--- config.mk ---
export PLATFORM = sky130hd
export DESIGN_NAME = urgent_first_record_queue_core
export DESIGN_NICKNAME = d
export VERILOG_FILES = /design/src/rtl/core/urfq_pkg.sv /design/src/rtl/core/urfq_cell.sv /design/src/rtl/core/urfq_pick.sv /design/src/rtl/core/urgent_first_record_queue_core.sv
export SDC_FILE = /design/constraint.sdc
export NUM_CORES = 2
export LEC_CHECK = 0
export BUFFER_PORTS_ARGS = -buffer_cell sky130_fd_sc_hd__buf_2
export CORE_MARGIN = 5
export CORE_UTILIZATION = 40
export CTS_CLUSTER_DIAMETER = 30
export CTS_CLUSTER_SIZE = 20
export DETAILED_ROUTE_END_ITERATION = 7
export PLACE_DENSITY = 0.64
export SLEW_MARGIN = 20
export SYNTH_ARGS = -nofsm -noshare
export SYNTH_HDL_FRONTEND = slang
export SYNTH_HIERARCHICAL = 1
export SYNTH_SLANG_ARGS = --single-unit
export TNS_END_PERCENT = 30
--- constraint.sdc ---
create_clock -name clk -period 20.8 [get_ports clk]
set_clock_uncertainty 0.05 [all_clocks]
set_input_delay 1.04 -clock clk [delete_from_list [all_inputs] [get_ports clk]]
set_output_delay 1.04 -clock clk [all_outputs]
set_load 0.01 [all_outputs]
--- src/rtl/core/urfq_pkg.sv ---
// ----------------------------------------------------------------------------
// urfq_pkg: shared types for the urgent-first record queue
// Operation, status and FSM state codes, record layout and the cell control bundle.
// ----------------------------------------------------------------------------
package urfq_pkg;

  typedef enum logic [1:0] {
    OP_APPEND = 2'd0,
    OP_POP    = 2'd1,
    OP_FIND   = 2'd2,
    OP_URGENT = 2'd3
  } op_t;

  typedef enum logic [1:0] {
    STAT_OK       = 2'd0,
    STAT_EMPTY    = 2'd1,
    STAT_NOTFOUND = 2'd2,
    STAT_FULL     = 2'd3
  } status_t;

  typedef enum logic {
    FSM_IDLE = 1'b0,
    FSM_EXEC = 1'b1
  } fsm_t;

  typedef struct packed {
    logic [63:0] key;
    logic [31:0] kind;
    logic [31:0] weight_bits;
    logic        urgent;
  } rec_t;

  // broadcast to every cell of the chain
  typedef struct packed {
    logic        srch;      // item accepted: latch hit flags
    op_t         srch_op;   // operation of the accepted item
    logic [63:0] srch_key;  // search key of the accepted item
    logic        exec_app;  // append executes this cycle, queue not full
  } cell_ctl_t;

endpackage

--- src/rtl/core/urfq_cell.sv ---
// ----------------------------------------------------------------------------
// urfq_cell: one queue slot
// Holds one record and its occupied flag, latches a hit flag on accept and
// takes its upper neighbor's record when a removal shifts the chain.
// ----------------------------------------------------------------------------
module urfq_cell (
  input  logic                clk,
  input  logic                rst_n,
  input  urfq_pkg::cell_ctl_t ctl,
  input  logic                shift_en,
  input  logic                prev_occ,
  input  logic                next_occ,
  input  urfq_pkg::rec_t      next_rec,
  input  urfq_pkg::rec_t      app_rec,
  output logic                occ,
  output urfq_pkg::rec_t      rec,
  output logic                hit
);

  logic           occ_r, occ_nxt;
  logic           hit_r, hit_nxt;
  urfq_pkg::rec_t rec_r, rec_nxt;
  logic           write_app;

  always_comb begin
    unique case (ctl.srch_op)
      urfq_pkg::OP_FIND:   hit_nxt = occ_r && (rec_r.key == ctl.srch_key);
      urfq_pkg::OP_URGENT: hit_nxt = occ_r && rec_r.urgent;
      urfq_pkg::OP_POP:    hit_nxt = occ_r;
      default:             hit_nxt = 1'b0;
    endcase
  end

  // the first free slot takes an appended record
  assign write_app = ctl.exec_app && !occ_r && prev_occ;

  always_comb begin
    occ_nxt = occ_r;
    rec_nxt = rec_r;
    priority if (shift_en) begin
      occ_nxt = next_occ;
      rec_nxt = next_rec;
    end else if (write_app) begin
      occ_nxt = 1'b1;
      rec_nxt = app_rec;
    end
  end

  always_ff @(posedge clk) begin
    if (!rst_n) begin
      occ_r <= 1'b0;
      hit_r <= 1'b0;
    end else begin
      occ_r <= occ_nxt;
      if (ctl.srch) begin
        hit_r <= hit_nxt;
      end
    end
  end

  always_ff @(posedge clk) begin
    rec_r <= rec_nxt;
  end

  assign occ = occ_r;
  assign rec = rec_r;
  assign hit = hit_r;

endmodule

--- src/rtl/core/urfq_pick.sv ---
// ----------------------------------------------------------------------------
// urfq_pick: first-hit finder
// Prefix OR over the hit flags in log2(DEPTH) levels; gives the one-hot first
// hit and the span of slots from that hit to the tail.
// ----------------------------------------------------------------------------
module urfq_pick #(
  parameter int DEPTH = 16
) (
  input  logic [DEPTH-1:0] hit,
  output logic [DEPTH-1:0] first,
  output logic [DEPTH-1:0] span
);

  localparam int LOG = (DEPTH > 1) ? $clog2(DEPTH) : 1;

  logic [DEPTH-1:0] lvl [LOG+1];

  always_comb begin
    lvl[0] = hit;
    for (int k = 0; k < LOG; k++) begin
      lvl[k+1] = lvl[k] | (lvl[k] << (1 << k));
    end
  end

  assign span  = lvl[LOG];
  assign first = span & ~(span << 1);

endmodule

--- src/rtl/core/urgent_first_record_queue_core.sv ---
// ----------------------------------------------------------------------------
// urgent_first_record_queue_core: bounded record queue with urgent extract
// A chain of DEPTH slot cells, head at slot 0. Append, remove head, find by
// key and remove first urgent record (head if none), order kept.
//
//   channel | direction | handshake          | payload
//   --------+-----------+--------------------+--------------------------------
//   in_     | input     | in_valid/in_stall  | op, key, kind, weight_bits,
//           |           |                    | urgent
//   out_    | output    | out_valid/out_stall| status, key, kind, weight_bits,
//           |           |                    | urgent
//
// The accept edge latches a hit flag in every cell (key compare or urgent flag)
// and enters the execute state, which resolves the first hit with a prefix OR
// over all cells and shifts the chain; in_stall is high in the execute state.
// Reset (rst_n low, synchronous) empties the queue; slot contents stay as is.
// A stalled result holds the block in its execute cycle until it drains.
// ----------------------------------------------------------------------------
module urgent_first_record_queue_core #(
  parameter int DEPTH = 16
) (
  input  logic        clk,
  input  logic        rst_n,
  input  logic        in_valid,
  output logic        in_stall,
  input  logic [1:0]  in_op,
  input  logic [63:0] in_key,
  input  logic [31:0] in_kind,
  input  logic [31:0] in_weight_bits,
  input  logic        in_urgent,
  output logic        out_valid,
  input  logic        out_stall,
  output logic [1:0]  out_status,
  output logic [63:0] out_key,
  output logic [31:0] out_kind,
  output logic [31:0] out_weight_bits,
  output logic        out_urgent
);

  urfq_pkg::fsm_t    state_r, state_nxt;
  urfq_pkg::op_t     op_r, op_nxt;
  urfq_pkg::rec_t    app_rec_r;
  urfq_pkg::cell_ctl_t ctl;

  logic              in_fire;
  logic              exec_fire;

  logic [DEPTH-1:0]  occ_vec;
  logic [DEPTH-1:0]  hit_vec;
  logic [DEPTH-1:0]  first_vec;
  logic [DEPTH-1:0]  span_vec;
  logic [DEPTH-1:0]  sel_vec;
  logic [DEPTH-1:0]  shift_vec;
  urfq_pkg::rec_t    rec_arr [DEPTH];

  logic              full;
  logic              nonempty;
  logic              any_hit;
  logic              fallback;
  logic              is_remove;
  urfq_pkg::status_t status;
  urfq_pkg::rec_t    sel_rec;
  urfq_pkg::rec_t    res_rec;

  logic              out_valid_r, out_valid_nxt;
  urfq_pkg::status_t out_status_r;
  urfq_pkg::rec_t    out_rec_r;

  // --- control ---------------------------------------------------------------
  // next state
  always_comb begin
    state_nxt = state_r;
    unique case (state_r)
      urfq_pkg::FSM_IDLE: if (in_valid)  state_nxt = urfq_pkg::FSM_EXEC;
      urfq_pkg::FSM_EXEC: if (exec_fire) state_nxt = urfq_pkg::FSM_IDLE;
      default:            state_nxt = urfq_pkg::FSM_IDLE;
    endcase
  end

  // outputs of the sequencer
  always_comb begin
    unique case (state_r)
      urfq_pkg::FSM_IDLE: begin
        in_stall  = 1'b0;
        exec_fire = 1'b0;
      end
      urfq_pkg::FSM_EXEC: begin
        in_stall  = 1'b1;
        exec_fire = !out_valid_r || !out_stall;
      end
      default: begin
        in_stall  = 1'b1;
        exec_fire = 1'b0;
      end
    endcase
  end

  assign in_fire = in_valid && !in_stall;
  assign op_nxt  = in_fire ? urfq_pkg::op_t'(in_op) : op_r;

  always_ff @(posedge clk) begin
    if (!rst_n) begin
      state_r <= urfq_pkg::FSM_IDLE;
      op_r    <= urfq_pkg::OP_APPEND;
    end else begin
      state_r <= state_nxt;
      op_r    <= op_nxt;
    end
  end

  // hold the record to append for the execute cycle
  always_ff @(posedge clk) begin
    if (in_fire) begin
      app_rec_r.key         <= in_key;
      app_rec_r.kind        <= in_kind;
      app_rec_r.weight_bits <= in_weight_bits;
      app_rec_r.urgent      <= in_urgent;
    end
  end

  assign full     = occ_vec[DEPTH-1];
  assign nonempty = occ_vec[0];

  assign ctl.srch     = in_fire;
  assign ctl.srch_op  = urfq_pkg::op_t'(in_op);
  assign ctl.srch_key = in_key;
  assign ctl.exec_app = exec_fire && (op_r == urfq_pkg::OP_APPEND) && !full;

  // --- cell chain ------------------------------------------------------------
  for (genvar i = 0; i < DEPTH; i++) begin : g_cell
    logic           prev_occ;
    logic           next_occ;
    urfq_pkg::rec_t next_rec;

    if (i == 0) begin : g_head
      assign prev_occ = 1'b1;
    end else begin : g_body
      assign prev_occ = occ_vec[i-1];
    end

    if (i == DEPTH - 1) begin : g_tail
      assign next_occ = 1'b0;
      assign next_rec = '0;
    end else begin : g_link
      assign next_occ = occ_vec[i+1];
      assign next_rec = rec_arr[i+1];
    end

    urfq_cell u_cell (
      .clk      (clk),
      .rst_n    (rst_n),
      .ctl      (ctl),
      .shift_en (shift_vec[i]),
      .prev_occ (prev_occ),
      .next_occ (next_occ),
      .next_rec (next_rec),
      .app_rec  (app_rec_r),
      .occ      (occ_vec[i]),
      .rec      (rec_arr[i]),
      .hit      (hit_vec[i])
    );
  end

  // --- resolve the first hit -------------------------------------------------
  urfq_pick #(
    .DEPTH (DEPTH)
  ) u_pick (
    .hit   (hit_vec),
    .first (first_vec),
    .span  (span_vec)
  );

  assign any_hit   = span_vec[DEPTH-1];
  assign is_remove = (op_r == urfq_pkg::OP_POP) || (op_r == urfq_pkg::OP_URGENT);
  // no urgent record held: take the head instead
  assign fallback  = (op_r == urfq_pkg::OP_URGENT) && !any_hit;
  assign sel_vec   = fallback ? {{(DEPTH-1){1'b0}}, 1'b1} : first_vec;
  // close the gap: every slot from the removed one to the tail moves down
  assign shift_vec = (exec_fire && is_remove && nonempty)
                   ? (fallback ? {DEPTH{1'b1}} : span_vec) : '0;

  always_comb begin
    sel_rec = '0;
    for (int i = 0; i < DEPTH; i++) begin
      sel_rec = sel_rec | (sel_vec[i] ? rec_arr[i] : '0);
    end
  end

  always_comb begin
    unique case (op_r)
      urfq_pkg::OP_APPEND: status = full ? urfq_pkg::STAT_FULL : urfq_pkg::STAT_OK;
      urfq_pkg::OP_FIND:   status = any_hit ? urfq_pkg::STAT_OK : urfq_pkg::STAT_NOTFOUND;
      default:             status = nonempty ? urfq_pkg::STAT_OK : urfq_pkg::STAT_EMPTY;
    endcase
  end

  // an append or an error returns a zero record
  assign res_rec = ((status == urfq_pkg::STAT_OK) && (op_r != urfq_pkg::OP_APPEND))
                 ? sel_rec : '0;

  // --- result register -------------------------------------------------------
  always_comb begin
    out_valid_nxt = out_valid_r;
    priority if (exec_fire) begin
      out_valid_nxt = 1'b1;
    end else if (!out_stall) begin
      out_valid_nxt = 1'b0;
    end
  end

  always_ff @(posedge clk) begin
    if (!rst_n) begin
      out_valid_r <= 1'b0;
    end else begin
      out_valid_r <= out_valid_nxt;
    end
  end

  always_ff @(posedge clk) begin
    if (exec_fire) begin
      out_status_r <= status;
      out_rec_r    <= res_rec;
    end
  end

  assign out_valid       = out_valid_r;
  assign out_status      = out_status_r;
  assign out_key         = out_rec_r.key;
  assign out_kind        = out_rec_r.kind;
  assign out_weight_bits = out_rec_r.weight_bits;
  assign out_urgent      = out_rec_r.urgent;

  // --- assertions ------------------------------------------------------------
  a_sel_onehot: assert property (@(posedge clk) disable iff (!rst_n)
    exec_fire |-> $onehot0(sel_vec))
    else $error("more than one slot selected");

  a_occ_packed: assert property (@(posedge clk) disable iff (!rst_n)
    ((occ_vec >> 1) & ~occ_vec) == '0)
    else $error("occupied slots not packed toward the head");

  a_remove_count: assert property (@(posedge clk) disable iff (!rst_n)
    (exec_fire && is_remove && (status == urfq_pkg::STAT_OK))
    |=> ($countones(occ_vec) == $past($countones(occ_vec)) - 1))
    else $error("removal did not drop exactly one record");

  a_append_count: assert property (@(posedge clk) disable iff (!rst_n)
    ctl.exec_app |=> ($countones(occ_vec) == $past($countones(occ_vec)) + 1))
    else $error("append did not add exactly one record");

  a_err_zero: assert property (@(posedge clk) disable iff (!rst_n)
    (out_valid_r && (out_status_r != urfq_pkg::STAT_OK)) |-> (out_rec_r == '0))
    else $error("error result carries a nonzero record");

endmodule
==> After elaboration in Yosys (flattened, before gate mapping) <==
Cells that the tools add are included.
{ "classes": {"bitwise_logic": 23, "muxes": 106, "reduce_logical": 111, "eq_ne": 23} }
{ "ops": {"columns": ["cell", "n"], "rows": [
  ["129-bit 2-to-1 mux", 46],
  ["129-bit OR", 15],
  ["64-bit == test", 16],
  ["1-bit logical AND", 70],
  ["16-bit OR", 4],
  ["16-bit 2-to-1 mux", 3],
  ["1-bit case mux with 3 select lines", 16],
  ["1-bit 2-to-1 mux", 35],
  ["2-bit nonzero test", 16],
  ["1-bit logical NOT", 20],
  ["16-bit bitwise AND", 1],
  ["16-bit inverter", 1],
  ["2-bit == test, second input constant", 4],
  ["1-bit case mux with 2 select lines", 3],
  ["2-bit by 1-bit == test with 1-bit output, second input constant", 2],
  ["2-bit logical NOT", 2],
  ["2-bit 2-to-1 mux", 2],
  ["2-bit case mux with 2 select lines", 1],
  ["1-bit logical OR", 2],
  ["2-bit by 1-bit != test with 1-bit output, second input constant", 1],
  ["1-bit inverter", 2],
  ["2-bit OR reduction", 1]
]} }
{ "totals": {"inputBits": 135, "ff_bits": 2360, "word_cells": 371, "output_inout_bits": 133} }

==> Longest topological paths before layout <==
{ "depth": {"word_depth": 23, "ltp_mapped": 13, "mapped_depth_nobuf": 8} }

==> Hierarchy <==
Netlist, hierarchy kept.
{ "modules_own_cells": {"columns": ["module", "seq_area_each_um2", "instances", "area_each_um2", "cells_per_inst"], "rows": [
  ["urfq_cell", 3913.8, 16, 6299.8, 390],
  ["urgent_first_record_queue_core", 7887.6, 1, 20058.0, 1980],
  ["urfq_pick", 0.0, 1, 304.0, 49]
]} }

==> Worst setup path before layout <==
Ideal clock, no wire load.
{ "synth_timing": {"path_type": "input to register", "start": "in out_stall", "end": "reg g_cell[10].u_cell.occ_r", "arrival_time_ps": 12153, "path_buffers": 0, "setup_ps": 85, "path_stages": 5, "path_slack_ps": 8511, "required_ps": 20665, "path_cell_list": "a21boi_2 -> and3_1 -> nand2_1 -> o21ai_1 -> o221a_2"} }
{ "synth_lines": {"columns": ["element", "line_no", "source"], "rows": [
  ["start, declared", "urgent_first_record_queue_core.sv:32", "input logic out_stall,"],
  ["end signal, assigned", "urfq_cell.sv:54", "occ_r <= occ_nxt;"],
  ["end, declared", "urfq_cell.sv:20", "logic occ_r, occ_nxt;"]
]} }

==> results.toml <==
[global_route]
antenna_found_initial = 60
grt_max_degree = 131
grt_use_total_pct = 28.9
grt_pass1_vias = 87000
grt_pass1_wl_microns = 662000
grt_overflow = 0

[setup_path]
r2r-end = "g_cell[14].u_cell/rec[27]"
crit_slowest_cell = "o21a_4"
cp_data_arrival_time_ps = 8280
crit_fanout = 46
rrSetupSlack_ps = 13200
critPathTopFamily = "buffers and inverters"
end_kind = "register"
worstSetupStartpoint = "g_cell[0].u_cell/hit"
critPathMaxStageDelay_ps = 970
crit_chain = "or4_4 > nor2_4 > nand4_1 > and3b_4 > buf_4 > buf_4 > o21a_4 > buf_4 > buf_4 > mux2_2"
cp.depth = 10
crit_path_end = "g_cell[14].u_cell/rec[27]"
crit_top_cell = "buf_4"
path_buf_inv = 4
crit_type = "register to register"
reg2reg_from = "g_cell[0].u_cell/hit"
start_kind = "register"
crit_required_ps = 21480
reg2reg_depth = 10

[layout]
nFillCells = 25900
final_nets = 9014
stdcell_count = 13400
area_growth_pct = 21.1
fin_area_sq_um = 147000
drive_above_1_share_pct = 37.3

[die]
dieHeight_microns = 560
die_w_microns = 560
core_area_sq_um = 302000
start_util_pct = 40.1
rows = 202
dieArea_sq_um = 314000
ios = 268

[sta]
setup_violations = 0
finalSetupTns_ps = 0
rsz0062_at_grt = "no"
drv_slew = 0
fin_crit_sh_pct = 36.6
slew_headroom_pct = 10.1
hold_violations = 0
max_freq_mhz = 132
worst_slew_pin_slew_ps = 1350
fin_crit_ps = 7600

[detailed_routing]
ant_nets = 0
wl_per_cell_microns = 35.5
drt-initial-drc-count = 12800
drcViolationCount = 0
vias_per_cell = 6.41
drtPass1Iterations = 8
via_count = 85700
totalWireLength_microns = 475000

[clock_network]
cts_hold_buf = 0
cts_setup_buffers = 0
path_clk_slew_ps = 50
clockBufferDepth = 4
insertion_delay_ps = 1030
post_cts_resized = 0
h-tree-depth = 6
cts_buffers = 566
clockRootBuffer = "clkbuf_16"
clock_sinks = 2360
cts_tree = "built"

[run_status]
status = "complete, no violations"

[logic_synthesis]
synth_flop_cell = "edfxtp_1"
synth_most_common_cell = "edfxtp_1"
yosysTopAreaCell = "edfxtp_1"
yosys_warnings = 6
synth_edf_count = 2324
ys_seq_area_share_pct = 58.2
syn-mean-instance-area_sq_um = 14.7
ys_ff_latch = 2360
synth_area_leaders = "edfxtp_1, mux2_2, xnor2_1, a22oi_1, buf_2"
synthesis.area_sq_um = 121000
synthArstFlopShare_pct = 0
synth_top_area_share_pct = 57.6
synth_commonest_cells = "edfxtp_1, mux2_2, xnor2_1"
synthCells = 8269
synthDistinctLibCells = 57

[placed_design]
io_buffers = 267
dp_hpwl_microns = 286000
placed_area_sq_um = 127000
place.gp.congestion = 0.991
dp.cells = 12300

[flow_run]
drv_cap = 0

[power_and_ir_drop]
vdd_ir_drop_max_mv = 0.0860
p_per_area_nw_per_um2 = 101
power.leakage_nw = 46.3

[min_path]
min_path_type = "input port to register"
-- sequential cells by signal (all words and copies together), names as in the netlist --
signal / count
app_rec_r: 129
g_cell.u_cell/hit: 16
g_cell.u_cell/occ: 16
g_cell.u_cell/rec: 2064
op_r: 2
out_key: 64
out_kind: 32
out_status: 2
out_urgent: 1
out_valid: 1
out_weight_bits: 32
state_r: 1
-- layout make-up --
cell class	instances	area, sq um	area share [%]
Tap cell	3978	4980	3.39
Sequential cell	2360	70500	48.1
Multi-Input combinational cell	5323	48400	33.0
Inverter	232	871	0.593
Clock buffer	643	14600	9.93
Timing Repair Buffer	396	2580	1.76
Clock inverter	388	4690	3.20
Antenna cell	50	125	0.0853
-- power breakdown --
part | total (W) | internal [W] | switching [W]
Clock | 0.00885 | 0.00585 | 0.00300
Sequential | 0.00540 | 0.00530 | 0.0000945
Combinational | 0.000541 | 0.000260 | 0.000280
Total | 0.0148 | 0.0114 | 0.00337
-- metal layers --
layer	wire length [microns]	track usage (%)	share of wire [%]	vias to the layer above
met5	173	0	0.036	-
met4	28500	15.6	6.0	22
met3	54100	7.86	11	1417
met2	210000	44.3	44	5996
met1	182000	37.4	38	43600
li1	-	-	-	34600
-- placed cells by master, fill, tap and decap left out, types with 64 or more instances in the layout --
master | Yosys | final
a22o_1 | 145 | 145
clkbuf_1 | 133 | 67
a221oi_1 | 129 | 129
mux2_2 | 2064 | 2064
and3_1 | 134 | 132
a222oi_1 | 129 | 129
conb_1 | 2 | 131
clkinv_1 | 0 | 85
clkbuf_16 | 0 | 568
a21oi_1 | 147 | 145
inv_1 | 232 | 232
buf_2 | 297 | 267
xor2_1 | 96 | 96
nand4_1 | 178 | 178
clkinv_2 | 0 | 90
buf_4 | 6 | 108
edfxtp_1 | 2324 | 2324
nand2b_1 | 64 | 64
nand2_1 | 165 | 165
xnor2_1 | 656 | 656
nor2b_1 | 164 | 163
a22oi_1 | 516 | 516
a41o_1 | 129 | 129
-- through the flow --
step	utilization, %	total power, W	hold WS, ps	setup slack, ps
2_1_floorplan	-	0.00578	418	8510
3_3_place_gp	42.1	0.00599	501	13590
3_5_place_dp	42.1	0.00600	483	13490
4_1_cts	48.5	0.0149	97.4	13510
5_1_grt	48.5	0.0152	122	13320
6_report	48.5	0.0148	151	13200
-- cell families after synthesis --
logic type                synth area share, %
AOI/OAI and AO/OA                        10.0
other                                 0.00620
muxes                                    19.2
DFF                                      58.2
xor gates and xnor gates                 5.44
buffers and inverters                    2.63
and+or+nand+nor                          4.51
-- worst min path at each step --
stage | from | endpoint | slack [ps] | cells past startpoint
floorplan | g_cell[14].u_cell/hit | g_cell[14].u_cell/hit | 420 | 2
global placement | g_cell[14].u_cell/hit | g_cell[14].u_cell/hit | 500 | 2
detailed placement | g_cell[15].u_cell/hit | g_cell[15].u_cell/hit | 480 | 2
CTS | in_kind[31] | app_rec_r[64] | 100 | 1
global route | in_kind[31] | app_rec_r[64] | 120 | 1
finish | in_kind[31] | app_rec_r[64] | 150 | 1
(Power assumes the default switching activity.)
